==> src/hdl/bdh_pkg.sv <==
`timescale 1ns / 1ps

package bdh_pkg;

   localparam int DEF_MAX_WIDTH  = 4096;
   localparam int DEF_MAX_HEIGHT = 4096;
   localparam int DEF_PIXEL_BITS = 16;
   localparam int CFG_BITS       = 13;

   typedef enum logic [0:0] {
      REG_IMAGE_WIDTH  = 1'b0,
      REG_IMAGE_HEIGHT = 1'b1
   } csr_index_type;

   typedef struct packed {
      logic emit;
      logic from_line;
      logic frame_end;
   } pair_ctl_type;

endpackage

==> src/hdl/bdh_ctrl.sv <==
`timescale 1ns / 1ps

module bdh_ctrl #(
   parameter int MAX_WIDTH  = 4096,
   parameter int MAX_HEIGHT = 4096,
   parameter int PIXEL_BITS = 16,
   parameter int WIDTH_BITS = 13,
   parameter int HEIGHT_BITS = 13,
   parameter int ADDR_BITS  = 11
) (
   input  logic                   clock,
   input  logic                   reset,
   input  logic                   take,
   input  logic                   clear,
   input  logic [PIXEL_BITS-1:0]  pixel,
   input  logic                   frame_start,
   input  logic [WIDTH_BITS-1:0]  width,
   input  logic [HEIGHT_BITS-1:0] height,
   output bdh_pkg::pair_ctl_type  ctl,
   output logic [PIXEL_BITS:0]    pair,
   output logic                   line_we,
   output logic                   line_re,
   output logic [ADDR_BITS-1:0]   line_addr
);

   import bdh_pkg::*;

   localparam int COL_BITS = (MAX_WIDTH > 2) ? $clog2(MAX_WIDTH) : 1;
   localparam int ROW_BITS = (MAX_HEIGHT > 2) ? $clog2(MAX_HEIGHT) : 1;

   logic [PIXEL_BITS-1:0] held_ff, held_in;
   logic [COL_BITS-1:0]   col_ff, col_in, x;
   logic [ROW_BITS-1:0]   row_ff, row_in, y;
   logic                  last_col, last_row, pair_done;

   always_comb begin
      x = frame_start ? '0 : col_ff;
      y = frame_start ? '0 : row_ff;
      if (WIDTH_BITS'(x) >= width) begin
         x = '0;
      end
      if (HEIGHT_BITS'(y) >= height) begin
         y = '0;
      end
      last_col  = (WIDTH_BITS'(x) + WIDTH_BITS'(1)) == width;
      last_row  = (HEIGHT_BITS'(y) + HEIGHT_BITS'(1)) == height;
      pair_done = x[0] | last_col;
      pair      = x[0] ? ({1'b0, held_ff} + {1'b0, pixel}) : ({1'b0, pixel} + {1'b0, pixel});
      line_addr = ADDR_BITS'(x >> 1);
      line_we   = take & pair_done & ~y[0];
      line_re   = take & pair_done & y[0];

      ctl.emit      = pair_done & (y[0] | last_row);
      ctl.from_line = y[0];
      ctl.frame_end = last_col & last_row;

      held_in = x[0] ? held_ff : pixel;
      if (last_col) begin
         col_in = '0;
         row_in = last_row ? '0 : y + ROW_BITS'(1);
      end else begin
         col_in = x + COL_BITS'(1);
         row_in = y;
      end
   end

   always_ff @(posedge clock) begin
      if (reset) begin
         held_ff <= '0;
         col_ff  <= '0;
         row_ff  <= '0;
      end else if (clear) begin
         col_ff <= '0;
         row_ff <= '0;
      end else if (take) begin
         held_ff <= held_in;
         col_ff  <= col_in;
         row_ff  <= row_in;
      end
   end

endmodule

==> config.mk <==
export PLATFORM = sky130hd
export DESIGN_NAME = bdh_ctrl
export DESIGN_NICKNAME = d
export VERILOG_FILES = /design/src/hdl/bdh_pkg.sv /design/src/hdl/bdh_ctrl.sv
export SDC_FILE = /design/constraint.sdc
export NUM_CORES = 1
export LEC_CHECK = 0
export ABC_AREA = 1
export ABC_CLOCK_PERIOD_IN_PS = 14400
export BUFFER_PORTS_ARGS = -buffer_cell sky130_fd_sc_hd__clkbuf_2
export CAP_MARGIN = 20
export CORE_ASPECT_RATIO = 1.1
export CORE_MARGIN = 2
export CORE_UTILIZATION = 45
export CTS_BUF_LIST = sky130_fd_sc_hd__clkbuf_8 sky130_fd_sc_hd__clkbuf_16
export DETAILED_ROUTE_END_ITERATION = 10
export GPL_ROUTABILITY_DRIVEN = 0
export HOLD_SLACK_MARGIN = 0.08
export PLACE_DENSITY = 0.64
export SYNTH_ARGS = -nofsm -noshare
export SYNTH_HDL_FRONTEND = slang
export SYNTH_SLANG_ARGS = --single-unit
==> constraint.sdc <==
create_clock -name clock -period 14.4 [get_ports clock]
set_input_delay 1.44 -clock clock [delete_from_list [all_inputs] [get_ports clock]]
set_output_delay 1.44 -clock clock [all_outputs]
set_load 0.02 [all_outputs]
# Word-level counts from Yosys, hierarchy flattened
# Index checks and enable logic that the tools add are counted.
# word_totals
in_bits	47
register_bits	40
word_cells	33
# op_classes
muxes	8
add_sub_neg	6
n_lt_le_gt_ge	2
eq_ne	2
reduce_logical	2
bitwise	10
# ops
op	count
12-bit two-way mux	7
16-bit by 16-bit adder with 17-bit output	2
12-bit by 1-bit adder with 13-bit output (second input constant)	2
13-bit == test	2
12-bit by 13-bit >= comparator with 1-bit output	2
12-bit by 1-bit adder with 12-bit output (second input constant)	2
17-bit two-way mux	1
1-bit AND	5
1-bit inverter	3
3-bit AND reduction	1
1-bit bitwise OR	2
2-bit OR reduction	1

# Longest topological paths before layout
# Gate-level depths: netlist of run 1.
# logic_depth
depth_word	8
mapped_depth	31

# Worst setup path after synthesis of run 1
# Ideal clock, no wire load.
# synth_timing
path_type	input port to output port
start	in frame_start
end	out pair[15]
arrival_ps	5582
path_stages	29
setup_slack_ps	7378
cell_sequence	buf_2 buf_1 nor2_1 ha_1 a21oi_1 nand2_1 a21oi_4 nand4_2 buf_2 inv_2 buf_4 clkbuf_1 nand2_1 nand2_1 ha_1 a21oi_1 nand2_1 nand4_1 o211ai_1 a21oi_1 o21ai_0 nand3_1 nor2_1 nor2_1 inv_1 a21oi_1 nor2_1 nor2_1 xor2_1
# synth_via
elab_chain_len	4
# synth_lines
element	line	text
from (decl)	bdh_ctrl.sv:16	input logic frame_start,
12-bit two-way mux *	bdh_ctrl.sv:37	x = frame_start ? '0 : col_ff;
12-bit by 13-bit >= comparator with 1-bit output	bdh_ctrl.sv:39	if (WIDTH_BITS'(x) >= width) begin
12-bit two-way mux *	bdh_ctrl.sv:39	
17-bit two-way mux *	bdh_ctrl.sv:48	pair = x[0] ? ({1'b0, held_ff} + {1'b0, pixel}) : ({1'b0, pixel} + {1'b0, pixel});
to (decl)	bdh_ctrl.sv:20	output logic [PIXEL_BITS:0] pair,
# Mark *: on every way between the ends. The rest lies on a longest branch, timed or not.

# Worst setup path after layout of run 1
# layout_timing
start	in frame_start
end	out pair[16]
# Same word-level chain as after synthesis.

==> metrics.csv, run 1 <==
metric,value,unit
vdd_drop_max,52.4,uV
syn_nets,952,
cp_slowest_cell,nand4_2,
synth_top_area_cell,nand2_1,
synth-edff-count,0,
cap_violations,0,
postCtsHoldBufs,0,
final_nets,1018,
drt_iter0_markers,305,
maxSlewViolCount,0,
clock_latency,280,ps
synth_top_family_by_area,simple AND/OR/NAND/NOR gates,
hp-class,reg2reg,
synth_cells,862,
post-route-period-util,54.5,%
via_per_inst,5.02,
diodes,0,
start_util,45.6,%
crit_arrival,6410,ps
synth_xor_area_share,2.84,%
grt_max_degree,26,
synth_most_common_cell,nand2_1,
grt_pass1_vias,4829,
rsz0062_at_grt,false,
die_w,104,um
die_h,114,um
status,"finished, final reports clean",
clkSinkCount,40,
dpl.hpwl,11.0,mm
synthFlopType,dfxtp_1,
total_power,325,uW
synth_compound_area_share,8.60,%
synthSimpleGateAreaFrac,49.8,%
hold_violations,0,
wire_per_inst,12.6,um
io-pin-count,80,
syn_to_final_growth,12.8,%
grt_usage,23.3,%
ys_seq_area_share,16.2,%
drc_errors,0,
ys_warn_count,0,
crit_path_end_kind,primary output,
syn_area_per_cell,5.72,um2
synth_area_leaders,"nand2_1 (21%), dfxtp_1 (16%), ha_1 (11%)",
p_leak,0.00292,uW
final_layout_size_suffix_gt1_share,14.6,%
dieArea,0.0118,mm2
cts-root-buf,clkbuf_16,
r2r_slack,9590,ps
dp_slack,6530,ps
cts_tree,done,
fmax,127,MHz
clockBufferDepth,2,
worst_path_dominant_cell_family,simple AND/OR/NAND/NOR gates,
relSlewSlack,49.2,%
yosys.cell_types.count,36,
core-area,0.0108,mm2
port-buffer-count,79,
max_stage_delay,560,ps
crit_type,in2out,
cpMostUsedCell,nand2_1,
clkTransAtPathRegs,60,ps
setup_viol,0,
power_density,58.4,mW/mm2
cts_resized,0,
path_buf_inv,5,
row_count,40,
numCtsBuffers,5,
ant_nets,0,
cp_max_fo,20,
yosys.area.top_type_share,21.5,%
vias,5402,
dr.pass1.iters,5,
htree_levels,2,
synthMuxAreaShare,0,%
antenna_found_initial,0,
tightest_slew,761,ps
cts_setup_buffers,0,
overflow,0,
synthArstFlopShare,0,%
yosys_register_bits,40,
tns,0,ps
synthTopCellsByCount,"nand2_1 (282), inv_1 (113), nor2_1 (104)",
grt_pass1_wl,22.9,mm
dpl_cell_area,0.00541,mm2
synth_area,0.00493,mm2
drt-total-wl,13.5,mm
period_needed,7850,ps
utilization,51.4,%
startpoint_type,primary input,
fin_ws,6550,ps
design_area,0.00556,mm2
nFillCells,1221,
required,12960,ps
synth_adder_area_share,11.1,%
skew,6.63,ps
area by class of cell:
| type | instances | area, um2 | share of cell area (%) |
|---|---|---|---|
| tap | 147 | 184 | 3.31 |
| clock buffer | 6 | 139 | 2.50 |
| multi-input combinational | 681 | 3570 | 64.1 |
| timing repair buffer | 82 | 418 | 7.51 |
| clock inverter | 2 | 10.0 | 0.180 |
| inverter | 118 | 444 | 7.99 |
| sequential | 40 | 801 | 14.4 |
worst paths after layout:
path                           from                 endpoint  depth (start not counted)
min          col_ff[0]$_SDFFE_PP0P_   col_ff[0]$_SDFFE_PP0P_                          2
max reg2reg  col_ff[8]$_SDFFE_PP0P_  row_ff[10]$_SDFFE_PP0P_                         20
min reg2reg  col_ff[0]$_SDFFE_PP0P_   col_ff[0]$_SDFFE_PP0P_                          2
max                     frame_start                 pair[16]                         27
worst min-delay path, cell delays in order, from the launching register on:
cell and delay (ps):
dfxtp_1 290, inv_1 60, a21oi_1 60
state kept, by name, summed over array words and instances, names as in the netlist:
name and flops:
col_ff 12, held_ff 16, row_ff 12
routing by layer:
layer  track usage [%]  vias up  part of all wire (%)
met5                 0        -                     0
met4              4.41        0                  0.90
met3              3.03        8                   4.9
met2              39.6      128                    46
met1              32.0     2370                    48
li1                  -     2896                     -
metrics by stage:
stage,hold slack [ps],instances
finish,458,1076
global route,479,1076
CTS,464,1076
detailed placement,455,1068
global placement,450,1068
floorplan,432,862
power by group:
part	internal [uW]	leakage (uW)	switching [uW]	total, uW
Clock	68.3	0.0000766	44.5	113
Combinational	34.0	0.00252	62.5	96.5
Sequential	114	0.000325	1.45	115
Total	216	0.00292	108	325
cells by family (layout without fill, tap and decap cells):
| logic type | Yosys count | after routing |
|---|---|---|
| adders and majority gates | 43 | 43 |
| DFF | 40 | 40 |
| buffers and inverters | 141 | 208 |
| xor gates and xnor gates | 16 | 16 |
| AOI/OAI and AO/OA | 78 | 78 |
| and+or+nand+nor | 544 | 544 |
placed cells by master, fill, tap and decap left out, drive strengths merged:
cell type | Yosys | layout
nor3 | 5 | 5
o21ai | 23 | 23
nand2 | 292 | 292
nand3 | 83 | 83
buf | 13 | 3
ha | 42 | 42
clkbuf | 10 | 85
nor2 | 123 | 123
o311ai | 2 | 2
fa | 1 | 1
nand4 | 37 | 37
clkinv | 2 | 4
xor2 | 12 | 12
inv | 116 | 116
a21oi | 50 | 50
xnor2 | 4 | 4
and3b | 1 | 1
o211ai | 2 | 2
nor4 | 1 | 1
nor3b | 2 | 2
dfxtp | 40 | 40
o21bai | 1 | 1
Power figures use the tool's default switching activity.
==> run 2, diff against run 1 <==
ABC_AREA = 0   (was 1)
ABC_CLOCK_PERIOD_IN_PS = 7330   (was 14400)
clock period = 7.33 ns   (was 14.4 ns; I/O delays follow)
==> run 2 against run 1 <==
Against the previous run: synthesized cell count shrank 25%; largest cell class unchanged; global-route usage rose by 0.68 points; synthesized area down 2.8%; critical endpoint is now pair[14]; cell area down 1.7%.
==> metrics.csv, run 2 <==
metric,value,unit,change
cts-root-buf,clkbuf_16,,
synth_cells,645,,-25%
required,6600,ps,-6360 ps
wire_per_inst,16.1,um,+28%
drc_errors,0,,unchanged
diodes,0,,unchanged
clockBufferDepth,2,,unchanged
grt_busiest_layer,met2,,
final_common_cell,nand2_1,,
synthFlopType,dfxtp_1,,
final_nets,797,,-22%
status,"finished, final reports clean",,
tns,0,ps,unchanged
relSlewSlack,27.1,%,-22 points
cts_resized,0,,unchanged
p_leak,0.00249,uW,-15%
setup_viol,0,,unchanged
synth-edff-count,0,,unchanged
largest_reg_flops,16,,unchanged
yosys.area.top_type_share,16.7,%,-4.8 points
synth_top_area_cell,dfxtp_1,,
top_regs,"held_ff (16), col_ff (12), row_ff (12)",,
synth_area_leaders,"dfxtp_1 (17%), ha_1 (11%), nand2_1 (6.3%)",,
row_count,39,,-2.5%
ys_seq_area_share,16.7,%,+0.47 points
ys_warn_count,0,,unchanged
met2_usage,39.6,%,unchanged
period_needed,6760,ps,
startpoint_type,primary input,,
grt_usage,24.0,%,+0.68 points
ant_nets,0,,unchanged
die_w,102,um,-1.4%
cp_max_fo,21,,+5.0%
worstRegToRegCells,19,,-5.0%
r2r_slack,1750,ps,-7840 ps
yosys_register_bits,40,,unchanged
cts_tree,done,,
maxSlewViolCount,0,,unchanged
dpl.hpwl,10.8,mm,-2.3%
synthArstFlopShare,0,%,unchanged
final_cell_mix,"nand2_1 (80), clkbuf_2 (79), a21oi_1 (55), nor2_1 (43)",,
hold_violations,0,,unchanged
largest-register,held_ff,,
dp_slack,631,ps,-5900 ps
htree_levels,2,,unchanged
grt_pass1_wl,22.5,mm,-1.8%
vias,4970,,-8.0%
crit_path_end_kind,primary output,,
synth_area,0.00479,mm2,-2.8%
dieArea,0.0115,mm2,-2.7%
io-pin-count,80,,unchanged
rr_endpoint,row_ff[9]$_SDFFE_PP0P_,,
cap_violations,0,,unchanged
r2r_start,col_ff[10]$_SDFFE_PP0P_,,
yosys.cell_types.count,74,,+110%
drt-total-wl,13.7,mm,+1.1%
post-route-period-util,92.2,%,
grt_pass1_vias,4752,,-1.6%
cts_setup_buffers,0,,unchanged
start_util,46.1,%,+0.49 points
antenna_found_initial,0,,unchanged
final_layout_size_suffix_gt1_share,19.4,%,+4.7 points
dr.pass1.iters,5,,unchanged
clkTransAtPathRegs,60,ps,about the same
overflow,0,,unchanged
synth_most_common_cell,nand2_1,,
clkSinkCount,40,,unchanged
vdd_drop_max,85.0,uV,+62%
numCtsBuffers,5,,unchanged
synthTopCellsByCount,"nand2_1 (80), a21oi_1 (55), nor2_1 (43)",,
syn_area_per_cell,7.43,um2,+30%
crit_type,in2out,,
critPathLaunch,frame_start,,
postCtsHoldBufs,0,,unchanged
fin_ws,573,ps,-5980 ps
use_met1,31.9,%,-0.097 points
syn_nets,735,,-23%
clock_latency,280,ps,about the same
tightest_slew,1090,ps,+333 ps
met3_usage,3.86,%,+0.83 points
rsz0062_at_grt,false,,
drt_iter0_markers,268,,-12%
syn_to_final_growth,14.1,%,
hp-class,reg2reg,,
fmax,148,MHz,
port-buffer-count,79,,unchanged
power_density,128,mW/mm2,+120%
grt_max_degree,26,,unchanged
via_per_inst,5.84,,+16%
die_h,112,um,-1.4%
core-area,0.0104,mm2,-3.9%
skew,8.79,ps,+2.16 ps
critPathCapture,pair[14],,
crit_arrival,6020,ps,-390 ps
==> run 2: cells by family after synthesis <==
group	synth area share (%)
adder cells (fa/ha/maj)	11.4
flip-flops	16.7
multiplexers	4.91
XOR/XNOR	9.01
AND/OR/NAND/NOR	29.3
buffers and inverters	5.82
AO/OA/AOI/OAI	22.9
==> run 2: final cells by class <==
cell class / count / area, um2
clock inverters: 2 / 38.8
repair buffers: 85 / 440
multi-input cells: 533 / 3710
inverters: 42 / 158
clock buffers: 6 / 139
well taps: 143 / 179
flip-flops and latches: 40 / 801
fillers: 1071 / 4930
==> run 2: how the worst min path moves through the flow <==
stage	startpoint	end	slack [ps]	cells past startpoint
finish	held_ff[2]$_SDFFE_PP0P_	held_ff[2]$_SDFFE_PP0P_	450	2
global route	held_ff[14]$_SDFFE_PP0P_	held_ff[14]$_SDFFE_PP0P_	470	2
CTS	held_ff[2]$_SDFFE_PP0P_	held_ff[2]$_SDFFE_PP0P_	460	2
detailed placement	held_ff[2]$_SDFFE_PP0P_	held_ff[2]$_SDFFE_PP0P_	450	2
global placement	held_ff[1]$_SDFFE_PP0P_	held_ff[1]$_SDFFE_PP0P_	440	2
floorplan	held_ff[0]$_SDFFE_PP0P_	held_ff[0]$_SDFFE_PP0P_	430	2
==> run 2: report_power, final <==
group,internal [uW],total (uW),switching [uW]
clock network,171,262,91.7
registers,222,224,2.45
logic,83.9,211,127
==> run 2: metrics by stage <==
step / total power (uW) / area [um2] / cells / hold WS, ps / util [%]
4_1_cts: 704 / 5470 / 851 / 457 / 52.6
6_report: 698 / 5470 / 851 / 454 / 52.6
2_1_floorplan: 373 / 4790 / 645 / 434 / -
3_5_place_dp: 439 / 5290 / 843 / 448 / 50.9
5_1_grt: 732 / 5470 / 851 / 472 / 52.6
3_3_place_gp: 437 / 5290 / 843 / 439 / 50.9
==> run 2: routing by layer <==
metal | vias to the layer above | part of all wire, %
li1 | 2465 | -
met1 | 2284 | 44
met2 | 189 | 47
met3 | 32 | 7.1
met4 | 0 | 2.7
met5 | - | 0
==> run 2: worst max-delay path, stage by stage <==
cell and delay, ps:
clkbuf_2 380, inv_1 260, nand2_1 170, inv_1 80, ha_1 190, a211oi_2 290
o211ai_1 160, a211oi_1 320, o21ai_1 200, mux2_2 310, ha_1 210, fa_1 400
a21o_1 190, a21oi_1 230, o21bai_1 110, a21oi_1 250, o21bai_1 110, a41o_1 250
o41ai_1 430, nor2_1 100, nor3b_1 290, xnor2_1 160, clkbuf_2 190
==> run 3, diff against run 2 <==
BUFFER_PORTS_ARGS = -buffer_cell sky130_fd_sc_hd__buf_2   (was -buffer_cell sky130_fd_sc_hd__clkbuf_2)
==> run 3 against run 2 <==
Against the previous run: sequential power about the same; sequential cell count unchanged; clock skew down 0.93 ps; sequential share of layout area about the same; first-iteration DRC count down 22%.
==> metrics.csv, run 3 (same netlist as run 2, synthesis figures left out) <==
metric,value,unit,change
status,"finished, final reports clean",,
top_regs,"held_ff (16), col_ff (12), row_ff (12)",,
postCtsHoldBufs,0,,unchanged
start_util,46.1,%,unchanged
rr_endpoint,row_ff[9]$_SDFFE_PP0P_,,
cts_resized,0,,unchanged
rsz0062_at_grt,false,,
design_area,0.00546,mm2,-0.11%
cap_violations,0,,unchanged
r2r_slack,1630,ps,-120 ps
r2r_start,col_ff[10]$_SDFFE_PP0P_,,
die_h,112,um,unchanged
relSlewSlack,31.0,%,+3.9 points
grt_pass1_wl,22.8,mm,+1.3%
final_cells,851,,unchanged
clockBufferDepth,2,,unchanged
top_layer,met4,,
crit_type,in2out,,
dp_slack,606,ps,-25.8 ps
startpoint_type,primary input,,
grt_max_degree,26,,unchanged
wire_per_inst,16.2,um,+0.85%
period_needed,6810,ps,+47.8 ps
fin_ws,525,ps,-47.8 ps
htree_levels,2,,unchanged
cp_max_fo,21,,unchanged
post-route-period-util,92.8,%,+0.65 points
p_leak,0.00248,uW,-0.20%
vdd_drop_max,112,uV,+31%
fmax,147,MHz,-0.70%
numCtsBuffers,5,,unchanged
dieArea,0.0115,mm2,unchanged
critPathLaunch,frame_start,,
crit_arrival,6070,ps,+50 ps
critPathCapture,line_we,,
overflow,0,,unchanged
hp-class,reg2reg,,
required,6600,ps,about the same
drc_errors,0,,unchanged
skew,7.87,ps,-0.925 ps
tns,0,ps,unchanged
place_inst,843,,unchanged
row_count,39,,unchanged
tightest_slew,1040,ps,-58.2 ps
largest-register,held_ff,,
dr.pass1.iters,5,,unchanged
hold_violations,0,,unchanged
cts_setup_buffers,0,,unchanged
final_nets,797,,unchanged
final_common_cell,nand2_1,,
ant_nets,0,,unchanged
power_density,126,mW/mm2,-0.92%
cts-root-buf,clkbuf_16,,
antenna_found_initial,0,,unchanged
clkSinkCount,40,,unchanged
final_cell_mix,"nand2_1 (80), buf_2 (79), a21oi_1 (55), nor2_1 (43)",,
drt_iter0_markers,208,,-22%
setup_viol,0,,unchanged
io-pin-count,80,,unchanged
dpl_cell_area,0.00529,mm2,unchanged
via_per_inst,5.91,,+1.2%
wl_met3,895,um,-8.1%
core-area,0.0104,mm2,unchanged
dpl.hpwl,11.0,mm,+1.9%
drt-total-wl,13.8,mm,+0.85%
vias,5031,,+1.2%
syn_to_final_growth,14.0,%,
worstRegToRegCells,19,,unchanged
cts_tree,done,,
clkTransAtPathRegs,70,ps,about the same
clock_latency,280,ps,about the same
grt_pass1_vias,4762,,+0.21%
dr_wl_met2,6.61,mm,+3.5%
nFillCells,1036,,-3.3%
diodes,0,,unchanged
crit_path_end_kind,primary output,,
whs,455,ps,+0.374 ps
final_layout_size_suffix_gt1_share,19.4,%,unchanged
largest_reg_flops,16,,unchanged
port-buffer-count,79,,unchanged
die_w,102,um,unchanged
grt_usage,24.3,%,+0.25 points
wl_met1,6.09,mm,+1.9%
maxSlewViolCount,0,,unchanged
run 3: changes by cell type in the layout (fill, tap and decap cells not counted):
cell        delta
inv_6          +1
clkinvlp_4     +1
clkbuf_8       -1
buf_2         +79
clkbuf_2      -79
clkinv_4       -1
run 3: how the worst min path moves through the flow:
stage,slack (ps),endpoint,start,cells after the start
floorplan,430,held_ff[0]$_SDFFE_PP0P_,held_ff[0]$_SDFFE_PP0P_,2
global placement,440,held_ff[1]$_SDFFE_PP0P_,held_ff[1]$_SDFFE_PP0P_,2
detailed placement,450,held_ff[5]$_SDFFE_PP0P_,held_ff[5]$_SDFFE_PP0P_,2
CTS,460,held_ff[5]$_SDFFE_PP0P_,held_ff[5]$_SDFFE_PP0P_,2
global route,480,held_ff[15]$_SDFFE_PP0P_,held_ff[15]$_SDFFE_PP0P_,2
finish,450,held_ff[14]$_SDFFE_PP0P_,held_ff[14]$_SDFFE_PP0P_,2
run 3: per-stage QoR:
stage	util [%]	total power, uW
floorplan	-	373
global placement	50.9	438
detailed placement	50.9	440
CTS	52.5	696
global route	52.5	728
finish	52.5	691
run 3: critical path, cell delays in order:
cell	delay, ps
buf_2	340
inv_1	240
nand2_1	160
inv_1	80
ha_1	190
a211oi_2	290
o211ai_1	170
a211oi_1	330
o21ai_1	210
buf_4	260
inv_1	150
ha_1	260
nand3_1	230
nor3_4	330
and3_1	300
nor4_1	90
or3_1	470
a2111oi_4	560
a21oi_1	230
nor3_1	210
buf_2	210
run 3: area by class of cell:
| type | instances | area, um2 | area share, % |
|---|---|---|---|
| clock buffer | 5 | 125 | 2.29 |
| sequential | 40 | 801 | 14.7 |
| clock inverter | 3 | 46.3 | 0.848 |
| tap | 143 | 179 | 3.28 |
| inverter | 42 | 158 | 2.89 |
| timing repair buffer | 85 | 440 | 8.06 |
| multi-input combinational | 533 | 3710 | 68.0 |
run 3: where the power goes:
| group | internal [uW] | total [uW] | switching [uW] | leakage, uW |
|---|---|---|---|---|
| combinational | 84.7 | 213 | 128 | 0.00208 |
| clock | 162 | 254 | 91.8 | 0.0000804 |
| sequential | 222 | 224 | 2.39 | 0.000324 |
| total | 468 | 691 | 222 | 0.00248 |
run 3: per-layer routing:
layer	GRT usage [%]	vias to the layer above
li1	-	2456
met1	32.0	2367
met2	40.9	190
met3	3.61	18
met4	6.76	0
met5	0	-
